## config.mk

```make
export PLATFORM = sky130hd
export DESIGN_NAME = icfsc_cell
export DESIGN_NICKNAME = d
export VERILOG_FILES = /design/src/design/icfsc_pkg.sv /design/src/design/icfsc_cell.sv
export SDC_FILE = /design/constraint.sdc
export NUM_CORES = 1
export LEC_CHECK = 0
export BUFFER_PORTS_ARGS = -buffer_cell sky130_fd_sc_hd__buf_4
export CAP_MARGIN = 40
export CELL_PAD_IN_SITES_DETAIL_PLACEMENT = 0
export CELL_PAD_IN_SITES_GLOBAL_PLACEMENT = 1
export CORE_ASPECT_RATIO = 0.9
export CORE_MARGIN = 4
export CORE_UTILIZATION = 36
export CTS_CLUSTER_DIAMETER = 60
export DETAILED_ROUTE_END_ITERATION = 10
export GPL_TIMING_DRIVEN = 0
export PLACE_DENSITY_LB_ADDON = 0.1
export SYNTH_ARGS = -nofsm -noshare
export SYNTH_HDL_FRONTEND = slang
export SYNTH_SLANG_ARGS = --single-unit
```

## constraint.sdc

```tcl
create_clock -name clk_i -period 5 [get_ports clk_i]
set_input_delay 0.5 -clock clk_i [delete_from_list [all_inputs] [get_ports clk_i]]
set_output_delay 0.5 -clock clk_i [all_outputs]
set_load 0.01 [all_outputs]
```

## src/design/icfsc_pkg.sv

```systemverilog
// ----------------------------------------------------------------------------
// icfsc_pkg
// Shared types and constants for the per-source flood counter: request and
// result payloads, table entry layout and per-cell control.
// ----------------------------------------------------------------------------
package icfsc_pkg;

  localparam int unsigned TABLE_DEPTH = 32;
  localparam int unsigned MAC_W       = 48;
  localparam int unsigned IP_W        = 32;
  localparam int unsigned CNT_W       = 32;

  localparam logic [CNT_W-1:0] LIMIT_RESET = CNT_W'(1000);

  localparam logic       CMD_COUNT = 1'b0;
  localparam logic       CMD_SWEEP = 1'b1;

  localparam logic [1:0] KIND_COUNTED = 2'd0;
  localparam logic [1:0] KIND_DROPPED = 2'd1;
  localparam logic [1:0] KIND_ALERT   = 2'd2;
  localparam logic [1:0] KIND_DONE    = 2'd3;

  typedef struct packed {
    logic             cmd;
    logic [MAC_W-1:0] src_mac;
    logic [IP_W-1:0]  src_ip;
  } in_t;

  typedef struct packed {
    logic [1:0]       kind;
    logic [MAC_W-1:0] alert_mac;
    logic [IP_W-1:0]  alert_ip;
    logic [CNT_W-1:0] pkt_count;
    logic             last;
  } out_t;

  typedef struct packed {
    logic [MAC_W-1:0] mac;
    logic [IP_W-1:0]  ip;
  } key_t;

  typedef struct packed {
    logic             valid;
    logic [MAC_W-1:0] mac;
    logic [IP_W-1:0]  ip;
    logic [CNT_W-1:0] count;
  } entry_t;

  typedef enum logic [1:0] {
    OP_HOLD,
    OP_CMP,
    OP_UPD,
    OP_SHIFT
  } cell_op_e;

  typedef struct packed {
    cell_op_e op;
    logic     any_match;
  } cell_ctrl_t;

  typedef enum logic [1:0] {
    ST_IDLE,
    ST_CMP,
    ST_UPD,
    ST_SWEEP
  } state_e;

endpackage

```

## src/design/icfsc_cell.sv

```systemverilog
// ----------------------------------------------------------------------------
// icfsc_cell
// One table entry: key compare, saturating count update, claim when it is
// the first free entry, and shift towards cell 0 during a sweep.
// ----------------------------------------------------------------------------
module icfsc_cell
  import icfsc_pkg::*;
(
  input  logic             clk_i,
  input  logic             rst_ni,
  input  cell_ctrl_t       ctrl_i,
  input  key_t             key_i,
  input  logic             prev_valid_i,
  input  entry_t           next_entry_i,
  output entry_t           entry_o,
  output logic             match_o,
  output logic [CNT_W-1:0] count_inc_o
);

  logic             valid_q, valid_d;
  logic             match_q, match_d;
  logic [MAC_W-1:0] mac_q, mac_d;
  logic [IP_W-1:0]  ip_q, ip_d;
  logic [CNT_W-1:0] cnt_q, cnt_d;
  logic             claim;

  assign count_inc_o = (cnt_q == '1) ? cnt_q : cnt_q + CNT_W'(1);

  // entries fill from cell 0 upwards, so the first free one sits above a valid one
  assign claim = !ctrl_i.any_match && prev_valid_i && !valid_q;

  always_comb begin
    valid_d = valid_q;
    match_d = match_q;
    mac_d   = mac_q;
    ip_d    = ip_q;
    cnt_d   = cnt_q;
    case (ctrl_i.op)
      OP_CMP: begin
        match_d = valid_q && (mac_q == key_i.mac) && (ip_q == key_i.ip);
      end
      OP_UPD: begin
        match_d = 1'b0;
        if (match_q) begin
          cnt_d = count_inc_o;
        end else if (claim) begin
          valid_d = 1'b1;
          mac_d   = key_i.mac;
          ip_d    = key_i.ip;
          cnt_d   = CNT_W'(1);
        end
      end
      OP_SHIFT: begin
        match_d = 1'b0;
        valid_d = next_entry_i.valid;
        mac_d   = next_entry_i.mac;
        ip_d    = next_entry_i.ip;
        cnt_d   = next_entry_i.count;
      end
      default: begin
      end
    endcase
  end

  always_ff @(posedge clk_i or negedge rst_ni) begin
    if (!rst_ni) begin
      valid_q <= 1'b0;
      match_q <= 1'b0;
    end else begin
      valid_q <= valid_d;
      match_q <= match_d;
    end
  end

  always_ff @(posedge clk_i) begin
    mac_q <= mac_d;
    ip_q  <= ip_d;
    cnt_q <= cnt_d;
  end

  assign entry_o = '{valid: valid_q, mac: mac_q, ip: ip_q, count: cnt_q};
  assign match_o = match_q;

endmodule

```

==> impl_table.tex <==
\begin{tabular}{lr}
\hline
Metric & Value \\
\hline
\multicolumn{2}{l}{\textbf{Run status}} \\
Status & finished, final reports clean \\
\multicolumn{2}{l}{\textbf{Clock tree}} \\
Count of H-tree levels built during CTS & 4 \\
Clock root cell & clkbuf\_16 \\
Latest clock arrival within the worst-skew pair & 0.42 ns \\
Sink Count & $\sim$110 \\
TritonCTS Buffers & 17 \\
Clock tree from TritonCTS & done \\
Post-CTS Setup Inserts & 0 \\
Post-cts repair resize count & 0 \\
Clock slew seen by the registers of the worst setup and hold paths & 0.06 ns \\
Maximum buffer depth of the clock tree & 2 \\
\multicolumn{2}{l}{\textbf{Routing}} \\
First drt pass iteration count & 5 \\
Average detailed-routed wire length per instance & 20.2 um \\
Routed wire length & 26,400 um \\
DRC violations left & 0 \\
Number of violations reported at the end of detailed-routing iteration 0 & slightly above 400 \\
Total vias in the final route & between 6,000 and 7,000 \\
Count of antenna-violating nets left after detailed routing & 0 \\
Vias per inst & 5.00 \\
\multicolumn{2}{l}{\textbf{Finish}} \\
Post-layout nets & $\sim$1,200 \\
Area grow syn2layout & 52.9\% \\
Fraction of final layout cells with drive strength greater than 1 & $\sim$40\% \\
Final antenna diode count & 0 \\
Count of filler cells inserted in the layout & roughly 1,800 \\
\multicolumn{2}{l}{\textbf{Timing}} \\
Number of failing setup endpoints in the final timing report & 0 \\
Final setup margin & approximately 1.8 ns \\
Count of final hold-check violations & 0 \\
Unrepaired setup endpoints after global routing & false \\
Slew at the pin closest to its max-slew limit & 0.911 ns \\
Post-route fraction of the period consumed by the critical path & roughly 65\% \\
Worst-case headroom to the max-slew limit & 38.7\% \\
Max Clock Freq & approximately 0.31 GHz \\
Aggregate negative setup slack & 0 ns \\
Max Clock Skew & around 0.0090 ns \\
Min Tclk post-route & between 3 and 4 ns \\
Final number of max-transition violations & 0 \\
\multicolumn{2}{l}{\textbf{Pwr}} \\
Power, Total & 2960 uW \\
Power density over the cells & between 200 and 300 mW/mm2 \\
Worst ir drop on vdd & about 0.25 mV \\
Static leakage & 0.00460 uW \\
\multicolumn{2}{l}{\textbf{Placement}} \\
Routability Congestion & around 0.87 \\
Total of buffers placed on input and output ports & between 300 and 400 \\
Detailed-placement wirelength estimate & 20,600 um \\
Setup Slack @ Placement & around 2.2 ns \\
\multicolumn{2}{l}{\textbf{Flow run}} \\
Max-cap violations & 0 \\
\multicolumn{2}{l}{\textbf{Die}} \\
Die Span X & roughly 150 um \\
I/O Pins & between 300 and 400 \\
Placement row count & 47 \\
Vertical extent of the die & approximately 140 um \\
Full die area & roughly 0.021 mm2 \\
Core Box Area & approximately 0.018 mm2 \\
Starting density of the core & 36.6\% \\
\multicolumn{2}{l}{\textbf{Worst setup path}} \\
Worst setup EP type & primary output \\
Kind of start point of the critical path & flop \\
Crit path required time & about 4.5 ns \\
Count of cells along the worst register-to-register path & 6 \\
CP max stage delay & 0.47 ns \\
Critical path type & flop to primary output \\
Critical Path Fanout Max & 10 \\
Count of cell instances traversed by the critical path & 8 \\
Worst endpoint data arrival time & 2.74 ns \\
Chain of cells forming the critical path & ha\_1 > nand4\_1 > nor4\_4 > nand4\_4 > buf\_6 > nand2\_2 > xnor2\_1 > buf\_4 \\
Delay-heaviest family, CP & simple AND/OR/NAND/NOR gates \\
CP bufs+invs & 2 \\
Critical Path Slowest Stage Cell & edfxtp\_1 \\
\multicolumn{2}{l}{\textbf{Global route}} \\
Maximum number of pins on one net before global-route repair & 47 \\
Aggregate global routing overflow & 0 \\
Number of global-route vias before repair & about 6,400 \\
First-pass GRT wire length & approximately 39,000 um \\
GR Util All Layers & between 20 and 25\% \\
Number of antenna violations at the first check in global routing & 0 \\
\multicolumn{2}{l}{\textbf{Synthesis}} \\
Number of synthesized register bits & 114 \\
Share of flip-flops with an asynchronous set or reset & between 1.5 and 2\% \\
Cell area after synthesis & around 0.0067 mm2 \\
Net Count, Synth & 882 \\
Synth warn & 0 \\
Number of instances in the synthesized netlist & between 600 and 700 \\
Synth Area per Inst & approximately 10 um2 \\
Distinct cell type count after synthesis & between 50 and 60 \\
Leading register cell type out of synthesis & edfxtp\_1 \\
Count of flip-flops with a built-in enable after synthesis & between 100 and 150 \\
Sequential fraction of the synthesis area & $\sim$51\% \\
\multicolumn{2}{l}{\textbf{Min path}} \\
Worst Hold Depth & 2 \\
Type of the worst min-delay path & primary input to flop \\
\hline
\end{tabular}
[cell usage after synthesis, drive strengths merged, types with 3 or more instances]
library cell | count | share of area, %
buf | 11 | 1.1
nor4 | 18 | 1.9
and4 | 4 | 0.61
nor2b | 13 | 1.2
nor3b | 3 | 0.48
clkbuf | 20 | 1.1
o22ai | 10 | 0.93
o21ai | 19 | 1.4
and2 | 3 | 0.32
nand2 | 223 | 13
o2bb2ai | 3 | 0.39
a22o | 30 | 3.9
xnor2 | 30 | 4.0
nand3 | 22 | 2.1
nand4 | 25 | 2.6
and3 | 11 | 1.1
inv | 29 | 1.6
nor2 | 13 | 0.84
a221o | 4 | 0.60
a2111oi | 4 | 0.52
xor2 | 48 | 6.3
edfxtp | 112 | 50
or4 | 3 | 0.34
[area by class of cell]
cell class,count,area [um2],share of cell area (%)
clock inverters,12,165,1.61
plain buffers,32,164,1.60
clock buffers,19,433,4.22
well taps,245,307,2.99
repair buffers,347,2640,25.7
inverters,29,109,1.06
multi-input cells,507,3040,29.6
flip-flops and latches,114,3410,33.2
[layer usage]
metal	GRT usage (%)	wire length, um
met1	31.9	11300
met2	40.1	12500
met3	8.23	2320
met4	4.99	317
met5	0	0
[worst register-to-register path, stage by stage (launching register included)]
cell	delay, ns
edfxtp_1	0.40
xor2_1	0.16
nor4_1	0.79
nand4_1	0.41
nor4_1	0.41
nand4_1	0.19
o21ai_0	0.18
[cells in the final DEF (no fill, tap or decap), types with 4 or more instances in the layout]
cell type    n
and3_2       4
o21ai_0     19
o22ai_1     10
nor4_1      17
nand2_1    222
clkbuf_16   17
nor2_1      12
xor2_1      48
inv_1       29
nor2b_1     13
nand3_1     17
a221o_1      4
buf_4      346
a22o_1      30
clkbuf_1    21
buf_2        4
xnor2_1     29
nand4_1     23
and3_1       7
bufinv_16    4
clkinv_2     5
a2111oi_0    4
edfxtp_1   112
nand3_2      4
[report_power, final]
part	total (uW)	switching [uW]	internal (uW)	leakage, uW
combinational	511	246	264	0.00321
sequential	1170	48.6	1120	0.00109
clock	1270	449	824	0.000294
[metrics by stage]
| step | area, um2 | cells | utilization (%) | hold slack, ns |
|---|---|---|---|---|
| 2_1_floorplan | 6710 | 682 | - | 0.204 |
| 4_1_cts | 10300 | 1305 | 56.0 | 0.297 |
| 5_1_grt | 10300 | 1305 | 56.0 | 0.319 |
| 3_5_place_dp | 9660 | 1273 | 52.6 | 0.288 |
| 3_3_place_gp | 9600 | 1271 | 52.3 | 0.290 |
| 6_report | 10300 | 1305 | 56.0 | 0.314 |
[final timing paths]
check,start,end,slack [ns]
setup / recovery,cnt_q[1],count_inc_o[4],1.76
hold / removal,next_entry_i[112],valid_q,0.31
setup reg to reg,ip_q[30],match_o,2.37
hold reg to reg,valid_q,valid_q,0.55
max in group asynchronous,rst_ni,valid_q,4.50
min in group asynchronous,rst_ni,match_o,0.41
[timing repair]
| item | 4_1_cts | 5_1_grt |
|---|---|---|
| setup endpoints to repair | 0 | 0 |
| hold buffers | 1 | 0 |
| endpoints found under the hold margin | 2 | 0 |
[sequential cells by signal (all words and copies together), names as in the netlist]
signal	cells
cnt_q	32
valid_q	1
mac_q	48
match_o	1
ip_q	32
[logic make-up after synthesis]
group,synth area share [%]
and+or+nand+nor,24.6
DFF,50.8
AOI/OAI and AO/OA,9.71
xor gates and xnor gates,10.3
buffers and inverters,4.06
muxes,0.335
adders and majority gates,0.186
(Power assumes the default switching activity.)
